## src/hw/rtl/bce_pkg.sv

```systemverilog
// shared types and constants for the battery charge estimator
package bce_pkg;

    localparam int PIN_W       = 12;
    localparam int RATIO_W     = 12;
    localparam int MV_W        = 16;
    localparam int PCT_W       = 7;
    localparam int PROD_W      = MV_W + RATIO_W;
    localparam int Q8_SHIFT    = 8;
    localparam int IN_DATA_W   = 16;
    localparam int OUT_DATA_W  = 24;

    // shared multiplier, sized for the scaled voltage times the group reciprocal
    localparam int SCALED_W    = PROD_W - Q8_SHIFT;
    localparam int MUL_A_W     = SCALED_W;
    localparam int MUL_B_W     = 21;
    localparam int MUL_P_W     = MUL_A_W + MUL_B_W;

    // segment interpolation: 10x offset times ceil(2^SEG_SH / span), quotient below 10
    localparam int SEG_SH      = 19;
    localparam int RECIP_W     = 14;
    localparam int FRAC_W      = 4;

    localparam logic [RATIO_W-1:0] RATIO_RESET = 12'd512;

    localparam logic [MV_W-1:0] MV_MAX   = 16'hFFFF;
    localparam logic [MV_W-1:0] MV_CONN  = 16'd2800;
    localparam logic [MV_W-1:0] MV_FULL  = 16'd4180;
    localparam logic [MV_W-1:0] MV_EMPTY = 16'd3250;

    localparam logic [PCT_W-1:0] PCT_FULL  = 7'd100;
    localparam logic [PCT_W-1:0] PCT_EMPTY = 7'd0;

    // discharge curve, highest segment first
    localparam int NSEG  = 10;
    localparam int SEG_W = $clog2(NSEG);
    localparam logic [MV_W-1:0] SEG_LO [NSEG] = '{
        16'd4050, 16'd3950, 16'd3860, 16'd3800, 16'd3750,
        16'd3700, 16'd3650, 16'd3600, 16'd3450, 16'd3250
    };
    // spans 130, 100, 90, 60, 50, 50, 50, 50, 150, 200
    localparam logic [RECIP_W-1:0] SEG_RECIP [NSEG] = '{
        14'd4033, 14'd5243, 14'd5826, 14'd8739, 14'd10486,
        14'd10486, 14'd10486, 14'd10486, 14'd3496, 14'd2622
    };
    localparam logic [PCT_W-1:0] SEG_BASE [NSEG] = '{
        7'd90, 7'd80, 7'd70, 7'd60, 7'd50,
        7'd40, 7'd30, 7'd20, 7'd10, 7'd0
    };

    typedef enum logic [2:0] {
        ST_IDLE,
        ST_MUL,
        ST_DIV1,
        ST_SEG,
        ST_DIV2,
        ST_FIN
    } state_t;

endpackage

```

## src/hw/rtl/bce_div.sv

```systemverilog
// shared multiplier; the constant divisions run through it as reciprocal products
module bce_div (
    input  logic [bce_pkg::MUL_A_W-1:0] mul_a,
    input  logic [bce_pkg::MUL_B_W-1:0] mul_b,
    output logic [bce_pkg::MUL_P_W-1:0] mul_p
);
    import bce_pkg::*;

    assign mul_p = MUL_P_W'(mul_a) * MUL_P_W'(mul_b);

endmodule

```

## src/hw/rtl/battery_charge_estimator.sv

```systemverilog
// battery voltage averaging and lipo state-of-charge estimation, top level
// samples are taken in ST_IDLE while a group fills; a closing sample's transfer starts the
//   sequencer through ST_MUL, ST_DIV1, ST_SEG, ST_DIV2 (skipped outside the curve) and
//   ST_FIN, with ST_MUL, ST_DIV1 and ST_DIV2 each using the shared multiplier; s_tready
//   stays low until ST_FIN loads the output register, and ST_FIN holds while it waits on m_tready
// reset: async active low; clears sum, count, sequencer, output valid; ratio returns to 512
module battery_charge_estimator #(
    parameter int SAMPLES = 16
) (
    input  logic                                clk,
    input  logic                                rst_n,
    input  logic                                cfg_valid,
    output logic                                cfg_ready,
    input  logic [bce_pkg::RATIO_W-1:0]         cfg_data,    // divider_ratio_q8
    input  logic                                s_tvalid,
    output logic                                s_tready,
    input  logic [bce_pkg::IN_DATA_W-1:0]       s_tdata,     // [11:0] pin_mv
    output logic                                m_tvalid,
    input  logic                                m_tready,
    output logic [bce_pkg::OUT_DATA_W-1:0]      m_tdata      // [15:0] battery_mv,
                                                             // [16] connected,
                                                             // [23:17] percent
);
    import bce_pkg::*;

    localparam int CNT_W    = $clog2(SAMPLES + 1);
    // floor(x / SAMPLES) as (x * RECIP_S) >> RECIP_SH, exact for any 20-bit x
    localparam int RECIP_SH = SCALED_W + $clog2(SAMPLES);
    localparam longint RECIP_S = ((longint'(1) << RECIP_SH) + longint'(SAMPLES) - 1) /
                                 longint'(SAMPLES);

    state_t state_reg, state_next;

    logic [RATIO_W-1:0]    ratio_reg, ratio_next;
    logic [MV_W-1:0]       sum_reg, sum_next;
    logic [CNT_W-1:0]      cnt_reg, cnt_next;
    logic [MV_W-1:0]       work_reg, work_next;
    logic [SCALED_W-1:0]   scaled_reg, scaled_next;
    logic [MV_W-1:0]       mv_reg, mv_next;
    logic [SEG_W-1:0]      seg_reg, seg_next;
    logic [PCT_W-1:0]      pct_reg, pct_next;
    logic                  out_valid_reg, out_valid_next;
    logic [OUT_DATA_W-1:0] out_data_reg, out_data_next;

    logic                  in_xfer;
    logic                  group_end;
    logic [MV_W-1:0]       sum_add;
    logic [CNT_W-1:0]      cnt_inc;
    logic [SCALED_W-1:0]   scaled_q;
    logic [MV_W-1:0]       mv_sat;
    logic                  conn;
    logic                  seg_run;
    logic [SEG_W-1:0]      seg_idx;
    logic [MV_W-1:0]       seg_off;
    logic [MV_W-1:0]       seg_num;
    logic                  out_load;

    logic [MUL_A_W-1:0]    mul_a;
    logic [MUL_B_W-1:0]    mul_b;
    logic [MUL_P_W-1:0]    mul_p;

    bce_div u_mul (
        .mul_a (mul_a),
        .mul_b (mul_b),
        .mul_p (mul_p)
    );

    assign cfg_ready = 1'b1;
    assign in_xfer   = s_tvalid && s_tready;
    assign sum_add   = sum_reg + MV_W'(s_tdata[PIN_W-1:0]);
    assign cnt_inc   = cnt_reg + 1'b1;
    assign group_end = cnt_inc == CNT_W'(SAMPLES);

    assign scaled_q = SCALED_W'(mul_p >> RECIP_SH);
    assign mv_sat   = (|scaled_q[SCALED_W-1:MV_W]) ? MV_MAX : scaled_q[MV_W-1:0];
    assign conn     = mv_reg > MV_CONN;
    // strictly inside the curve; anything not connected lies below the empty point
    assign seg_run  = (mv_reg > MV_EMPTY) && (mv_reg < MV_FULL);

    always_comb
    begin
        seg_idx = '0;
        for (int i = NSEG - 1; i >= 0; i--)
        begin
            if (mv_reg >= SEG_LO[i])
                seg_idx = SEG_W'(i);
        end
    end

    // offset into a segment stays below 200, so 10x fits easily
    assign seg_off = mv_reg - SEG_LO[seg_idx];
    assign seg_num = (seg_off << 3) + (seg_off << 1);

    // shared multiplier operands per step
    always_comb
    begin
        case (state_reg)
            ST_MUL:
            begin
                mul_a = MUL_A_W'(work_reg);
                mul_b = MUL_B_W'(ratio_reg);
            end
            ST_DIV1:
            begin
                mul_a = scaled_reg;
                mul_b = MUL_B_W'(RECIP_S);
            end
            ST_DIV2:
            begin
                mul_a = MUL_A_W'(work_reg);
                mul_b = MUL_B_W'(SEG_RECIP[seg_reg]);
            end
            default:
            begin
                mul_a = '0;
                mul_b = '0;
            end
        endcase
    end

    // next state
    always_comb
    begin
        state_next = state_reg;
        case (state_reg)
            ST_IDLE:
            begin
                if (s_tvalid && group_end)
                    state_next = ST_MUL;
            end
            ST_MUL:
                state_next = ST_DIV1;
            ST_DIV1:
                state_next = ST_SEG;
            ST_SEG:
                state_next = seg_run ? ST_DIV2 : ST_FIN;
            ST_DIV2:
                state_next = ST_FIN;
            ST_FIN:
            begin
                if (out_load)
                    state_next = ST_IDLE;
            end
            default:
                state_next = ST_IDLE;
        endcase
    end

    // sequencer outputs
    always_comb
    begin
        s_tready = 1'b0;
        out_load = 1'b0;
        case (state_reg)
            ST_IDLE:
                s_tready = 1'b1;
            ST_FIN:
                out_load = !out_valid_reg || m_tready;
            default:
            begin
                s_tready = 1'b0;
                out_load = 1'b0;
            end
        endcase
    end

    // datapath
    always_comb
    begin
        ratio_next     = ratio_reg;
        sum_next       = sum_reg;
        cnt_next       = cnt_reg;
        work_next      = work_reg;
        scaled_next    = scaled_reg;
        mv_next        = mv_reg;
        seg_next       = seg_reg;
        pct_next       = pct_reg;
        out_valid_next = out_valid_reg;
        out_data_next  = out_data_reg;

        if (cfg_valid && cfg_ready)
            ratio_next = cfg_data;

        if (in_xfer)
        begin
            if (group_end)
            begin
                work_next = sum_add;
                sum_next  = '0;
                cnt_next  = '0;
            end
            else
            begin
                sum_next = sum_add;
                cnt_next = cnt_inc;
            end
        end

        if (state_reg == ST_MUL)
            scaled_next = mul_p[PROD_W-1:Q8_SHIFT];

        if (state_reg == ST_DIV1)
            mv_next = mv_sat;

        if (state_reg == ST_SEG)
        begin
            work_next = seg_num;
            seg_next  = seg_idx;
            pct_next  = (mv_reg >= MV_FULL) ? PCT_FULL : PCT_EMPTY;
        end

        if (state_reg == ST_DIV2)
            pct_next = SEG_BASE[seg_reg] + PCT_W'(mul_p[SEG_SH +: FRAC_W]);

        if (m_tvalid && m_tready)
            out_valid_next = 1'b0;
        if (out_load)
        begin
            out_valid_next = 1'b1;
            out_data_next  = {pct_reg, conn, mv_reg};
        end
    end

    always_ff @(posedge clk or negedge rst_n)
    begin
        if (!rst_n)
        begin
            state_reg     <= ST_IDLE;
            ratio_reg     <= RATIO_RESET;
            sum_reg       <= '0;
            cnt_reg       <= '0;
            out_valid_reg <= 1'b0;
        end
        else
        begin
            state_reg     <= state_next;
            ratio_reg     <= ratio_next;
            sum_reg       <= sum_next;
            cnt_reg       <= cnt_next;
            out_valid_reg <= out_valid_next;
        end
    end

    always_ff @(posedge clk)
    begin
        work_reg     <= work_next;
        scaled_reg   <= scaled_next;
        mv_reg       <= mv_next;
        seg_reg      <= seg_next;
        pct_reg      <= pct_next;
        out_data_reg <= out_data_next;
    end

    assign m_tvalid = out_valid_reg;
    assign m_tdata  = out_data_reg;

`ifndef SYNTH
    a_cnt_range: assert property (@(posedge clk) disable iff (!rst_n)
        cnt_reg < CNT_W'(SAMPLES))
        else $error("sample count reached group size");

    a_frac_range: assert property (@(posedge clk) disable iff (!rst_n)
        (state_reg == ST_DIV2) |-> (mul_p[MUL_P_W-1:SEG_SH+FRAC_W] == '0))
        else $error("interpolation step beyond one segment");

    a_conn_match: assert property (@(posedge clk) disable iff (!rst_n)
        m_tvalid |-> (m_tdata[16] == (m_tdata[15:0] > MV_CONN)))
        else $error("connected flag disagrees with voltage");

    a_pct_zero: assert property (@(posedge clk) disable iff (!rst_n)
        (m_tvalid && !m_tdata[16]) |-> (m_tdata[23:17] == PCT_EMPTY))
        else $error("charge reported while disconnected");

    a_pct_range: assert property (@(posedge clk) disable iff (!rst_n)
        m_tvalid |-> (m_tdata[23:17] <= PCT_FULL))
        else $error("charge above full");
`endif

endmodule

```

## config.mk

```make
export PLATFORM = sky130hd
export DESIGN_NAME = battery_charge_estimator
export DESIGN_NICKNAME = d
export VERILOG_FILES = /design/src/hw/rtl/bce_pkg.sv /design/src/hw/rtl/bce_div.sv /design/src/hw/rtl/battery_charge_estimator.sv
export SDC_FILE = /design/constraint.sdc
export NUM_CORES = 1
export LEC_CHECK = 0
export BUFFER_PORTS_ARGS = -buffer_cell sky130_fd_sc_hd__buf_4
export CAP_MARGIN = 20
export CORE_MARGIN = 4
export CORE_UTILIZATION = 39
export CTS_CLUSTER_SIZE = 14
export DETAILED_ROUTE_END_ITERATION = 10
export PLACE_DENSITY = 0.52
export SLEW_MARGIN = 20
export SYNTH_ARGS = -nofsm -noshare
export SYNTH_HDL_FRONTEND = slang
export SYNTH_HIERARCHICAL = 1
export SYNTH_SLANG_ARGS = --single-unit
```

## constraint.sdc

```tcl
create_clock -name clk -period 14.1 [get_ports clk]
set_input_delay 0 -clock clk [delete_from_list [all_inputs] [get_ports clk]]
set_output_delay 0 -clock clk [all_outputs]
set_load 0.05 [all_outputs]
```

# Yosys cells after proc, flatten, opt, wreduce, memory -nomap -nowiden

Memory sizes are Yosys's and may differ from the RTL's.
Cells that the tools add are included.

Flip-flop bits (word level): 124
Latch bits: 0
Bits in writable memories: 0
Memory bits (read-only): 592
Input port bits: 33
Output and inout bits: 27
Logic and storage cells: 94
Memories: 3

Add/subtract/negate cells: 5
Multiply operators: 1
Div/mod/pow operators: 0
Order comparisons: 16
Equality and inequality tests: 8
Shift-type cells: 0
Multiplexer cells: 34
Bitwise logic cells: 2
Reductions and logical operators: 14

Memories:

| name             | words | width | read ports | clocked after memory_dff | write ports | line                            | source |
|---|---|---|---|---|---|---|---|
| (name not given) | 16    | 16    | 1          | 0                        | 0           | battery_charge_estimator.sv:91  | `assign seg_off = mv_reg - SEG_LO[seg_idx];` |
| (name not given) | 16    | 14    | 1          | 0                        | 0           | battery_charge_estimator.sv:111 | `mul_b = MUL_B_W'(SEG_RECIP[seg_reg]);` |
| (name not given) | 16    | 7     | 1          | 0                        | 0           | battery_charge_estimator.sv:213 | `pct_next = SEG_BASE[seg_reg] + PCT_W'(mul_p[SEG_SH +: FRAC_W]);` |

Operators with widths:

| kind                                                                     | number |
|---|---|
| 16-bit by 12-bit >= comparator with 1-bit output (second input constant) | 10 |
| 16-bit two-way mux                                                       | 4 |
| 21-bit one-hot mux with 3 select lines                                   | 1 |
| 20-bit by 21-bit multiplier with 41-bit output                           | 1 |
| 4-bit two-way mux                                                        | 10 |
| 20-bit one-hot mux with 2 select lines                                   | 1 |
| 7-bit two-way mux                                                        | 5 |
| 16-bit by 12-bit > comparator with 1-bit output (second input constant)  | 2 |
| 15-bit two-way mux                                                       | 2 |
| 14-bit two-way mux                                                       | 2 |
| 3-bit one-hot mux with 6 select lines                                    | 1 |
| 16-bit by 12-bit adder with 16-bit output                                | 1 |
| 16-bit adder                                                             | 1 |
| 16-bit by 13-bit >= comparator with 1-bit output (second input constant) | 1 |
| 16-bit by 13-bit < comparator with 1-bit output (second input constant)  | 1 |
| 15-bit subtractor                                                        | 1 |
| 5-bit >= comparator (second input constant)                              | 2 |
| 4-bit NOT with 5-bit output                                              | 2 |
| 2-bit nonzero test                                                       | 4 |
| 7-bit by 4-bit adder with 7-bit output                                   | 1 |
| 3-bit by 2-bit equality test with 1-bit output (second input constant)   | 2 |
| 3-bit equality test (second input constant)                              | 2 |
| 3-bit two-way mux                                                        | 2 |
| 5-bit by 1-bit adder with 5-bit output (second input constant)           | 1 |
| 11 further kinds                                                         | 20 |

# Longest topological paths before layout

Depth after elaboration: 18
Gate-level depth with buffers: 40
Gate-level depth less buffers: 36

# Hierarchy

The synthesis kept the hierarchy.

By module, submodules not included:

| module                   | times used | cells each | area an instance (um^2) | seq. area each (um^2) |
|---|---|---|---|---|
| bce_div                  | 1          | 1,610      | 14,091.0                | 0.0 |
| battery_charge_estimator | 1          | 718        | 7,498.4                 | 3,539.6 |

# Worst setup path before layout

No wires, ideal clock.

Path kind: reg2reg
Start point: register state_reg[2]
End point: register pct_reg[5] (data pin)
Setup time: 146 ps
Arrival: 8,820 ps
Data required time: 13,954 ps
Path slack: 5,134 ps
Stages on the path, launching flop included: 37
Buffers on the path: 4
Period minus slack after synthesis: 8,966 ps
Path through: dfrtp_1 > clkbuf_1 > nor3b_1 > clkbuf_1 > nand2_1 > o21ai_0 > clkbuf_1 > and2_1 > fa_1 > fa_1 > inv_1 > fa_1 > inv_1 > fa_1 > fa_1 > fa_1 > inv_1 > fa_1 > inv_1 > ha_1 > buf_2 > a21oi_1 > o21ai_0 > a31oi_1 > nand2_1 > a41oi_1 > xnor2_1 > ha_1 > inv_1 > fa_1 > inv_1 > a21oi_1 > nor2_1 > xor2_1 > nor2_1 > a211o_1 > a21oi_1

Elaborated cells on any way between the ends: 9
Those cells by class: add/sub: 1; mul: 1; eq/ne: 3; mux: 3; reduce/logical: 1

RTL lines:

| what                                              | line                            | source |
|---|---|---|
| from (decl)                                       | battery_charge_estimator.sv:32  | `state_t state_reg, state_next;` |
| from (signal assigned)                            | battery_charge_estimator.sv:236 | `state_reg <= state_next;` |
| 3-bit equality test, or another cell as far along | battery_charge_estimator.sv:97  | `case (state_reg)` |
| 21-bit one-hot mux with 3 select lines *          | battery_charge_estimator.sv:97  |  |
| named net mul_b[9]                                | battery_charge_estimator.sv:59  | `logic [MUL_B_W-1:0] mul_b;` |
| 20-bit by 21-bit multiplier with 41-bit output *  | bce_div.sv:9                    | `assign mul_p = MUL_P_W'(mul_a) * MUL_P_W'(mul_b);` |
| named net mul_p[20]                               | battery_charge_estimator.sv:60  | `logic [MUL_P_W-1:0] mul_p;` |
| 7-bit by 4-bit adder with 7-bit output *          | battery_charge_estimator.sv:213 |  |
| 7-bit two-way mux *                               | battery_charge_estimator.sv:212 | `if (state_reg == ST_DIV2)` |
| named net pct_next[5]                             | battery_charge_estimator.sv:41  | `logic [PCT_W-1:0] pct_reg, pct_next;` |
| to (signal assigned)                              | battery_charge_estimator.sv:250 | `pct_reg <= pct_next;` |
| to (decl)                                         | battery_charge_estimator.sv:41  |  |

Mark *: on every way through the listed nets, which the timed path passes. The rest lies on a longest branch.
A chain may end at the register's enable or synchronous reset.

# Worst setup path in the final report

Start point: register state_reg[0]
End point: register pct_reg[5] (data pin)

Longest elaborated chain between the ends: 6
Elaborated cells on any way between the ends: 9
Those cells by class: add/sub: 1; mul: 1; eq/ne: 3; mux: 3; reduce/logical: 1

Ends and longest elaborated chain:

| what                                                                                  | line                            | source |
|---|---|---|
| 3-bit by 1-bit equality test with 1-bit output or 3-bit equality test (tied branches) | battery_charge_estimator.sv:97  |  |
| 2-bit OR reduction (no line)                                                          | --                              |  |
| 20-bit one-hot mux with 2 select lines *                                              | battery_charge_estimator.sv:97  |  |
| named net mul_a[3]                                                                    | battery_charge_estimator.sv:58  | `logic [MUL_A_W-1:0] mul_a;` |
| 20-bit by 21-bit multiplier with 41-bit output *                                      | bce_div.sv:9                    |  |
| named net mul_p[20]                                                                   | battery_charge_estimator.sv:60  |  |
| 7-bit by 4-bit adder with 7-bit output *                                              | battery_charge_estimator.sv:213 |  |
| 7-bit two-way mux *                                                                   | battery_charge_estimator.sv:212 |  |
| named net pct_next[5]                                                                 | battery_charge_estimator.sv:41  |  |

Marks and branches as above.

==> summary.txt <==
Routing
  • Final ANT Viol Nets: 0
  • TritonRoute pass-1 iters: 5
  • Total wire length: 55300 µm
  • Via density: approximately 5.2
  • Total number of vias: 15700
  • Iter 0 DRT Violations: 929
  • WL per Instance: 18.2 µm
  • Drt drc: 0

Final layout
  • Layout filler cell count: 5347
  • Reg area: 3540 µm²
  • Post-layout util: 43.2%
  • Ratio of cells with drive above 1 in the final layout: 7.89%
  • Antenna diodes: 0
  • Multi-input logic area: approximately 16000 µm²
  • Max reg flops: 24
  • Nets: ~2900
  • Final Instance Area: roughly 23000 µm²
  • Area Growth Syn to Fin: 8.88%

Clock network
  • Max clock buf depth: 2
  • Num CTS Buffers: 17
  • Post-CTS setup buffers: 0
  • CTS tree: built
  • CTS clk-pin slew, worst paths: 0.06 ns
  • H-tree Lvls: 4
  • Root Buffer: clkbuf_16
  • Clk_lat worst skew: 0.43 ns
  • Clk sink count: approximately 120

Die
  • Io pins: 60
  • Row count: 85
  • Starting Density: 39.7%
  • Die width: approximately 240 µm
  • Core area: 54200 µm²
  • Die Area: 59000 µm²
  • Die H: 243 µm

STA
  • Final Hold Fails: 0
  • Skew final: approximately 0.0062 ns
  • Fin crit period: 10.07 ns
  • Final setup TNS: 0 ns
  • Fmax: 99.3 MHz
  • Worst slew margin: roughly a quarter
  • Part of the cycle the worst path needs: 71.4%
  • RSZ-0062 raised after global routing: no
  • Max-slew violations: 0
  • Final WS setup: 4.03 ns
  • Worst Tran Pin Value: 1.14 ns
  • # setup viols final: 0

Setup path
  • Setup crit start kind: flip-flop
  • Slowest cell on the critical path: a22o_1
  • Critical path class: flip-flop to flip-flop
  • WP data arrival: 10.35 ns
  • FF-to-FF path depth: 35
  • Worst-path fanout max: 34
  • Critical Path Max Stage Delay: a little over 0.8 ns
  • Crit end category: flip-flop
  • CP required: about 14 ns

Placed design
  • Placed cell area: around 23000 µm²
  • IO buf count: 54
  • Placer Congestion: 0.860
  • Place WS: 3.93 ns
  • Hpwl dp: 43600 µm

Global route
  • First-pass GRT wire length: 92600 µm
  • Initial antenna violation count: 3
  • Number of global-route vias before repair: 16800
  • Largest net degree at the start of global routing: 42
  • Overflow after GRT: 0
  • Global Route Usage Sum: 19.4%

Worst hold path
  • Hold Path Class: input pin to flip-flop
  • Hold depth: 4

Flow run
  • Max_cap viols: 0

Yosys
  • Cells after Synth: 2320
  • Synth Cell Area: 21500 µm²
  • Ys Warns: 6
  • Avg Cell Area, Syn: 9.28 µm²

Run status
  • Status: finished clean
## worst paths after layout
check                             start  slack, ns           end
setup / recovery           state_reg[0]       4.03    pct_reg[5]
hold / removal               s_tdata[0]       0.03    sum_reg[0]
setup reg to reg           state_reg[0]       4.03    pct_reg[5]
hold reg to reg              pct_reg[5]       0.43   m_tdata[22]
max in group asynchronous         rst_n      13.61  ratio_reg[9]
min in group asynchronous         rst_n       0.10    sum_reg[5]
## per-stage QoR
step           hold slack [ns]  cells
2_1_floorplan           -0.296   2331
3_3_place_gp           0.00677   2983
3_5_place_dp           0.00867   2983
4_1_cts                 0.0114   3041
5_1_grt                 0.0704   3041
6_report                0.0272   3041
## what timing repair did
action	CTS	global route
hold endpoints to repair	51	0
gates resized for setup	0	0
hold buffers	26	0
## per-layer routing
layer | up-vias | track usage (%) | wire [µm]
met1 | 8067 | 28.3 | 26600
met2 | 285 | 31.6 | 26000
li1 | 7345 | - | -
met4 | 0 | 3.19 | 716
met5 | - | 0 | 0
met3 | 49 | 2.41 | 1950
## cell type report
class                           count  area share (%)
Tap cell                          696            3.71
Multi-Input combinational cell   1686            68.5
Sequential cell                   124            15.1
Inverter                          399            6.39
Timing Repair Buffer              104            3.61
Clock inverter                     15           0.891
Clock buffer                       17            1.81
## worst max-delay path: cells and delay by family, from the launching register on
| family | cells | cell delay (ns) |
|---|---|---|
| xor+xnor | 2 | 0.47 |
| flops | 1 | 0.56 |
| buf+inv | 9 | 0.82 |
| simple gates | 7 | 1.56 |
| compound gates | 7 | 1.99 |
| fa+ha+maj | 10 | 4.50 |
## cells in the final DEF (no fill, tap or decap), drive strengths merged, types with 22 or more instances in the layout
cell type / count
inv: 406
fa: 342
nand2: 312
and2: 231
ha: 199
a21oi: 92
edfxtp: 87
buf: 78
o21ai: 69
xnor2: 54
nor2: 47
dfrtp: 36
a21o: 34
dlygate4sd3: 26
a22o: 23
or2: 22
Power is left out: the tool's default activity adds up to more than one toggle a clock period on the data nets, which glitch-free logic cannot reach.
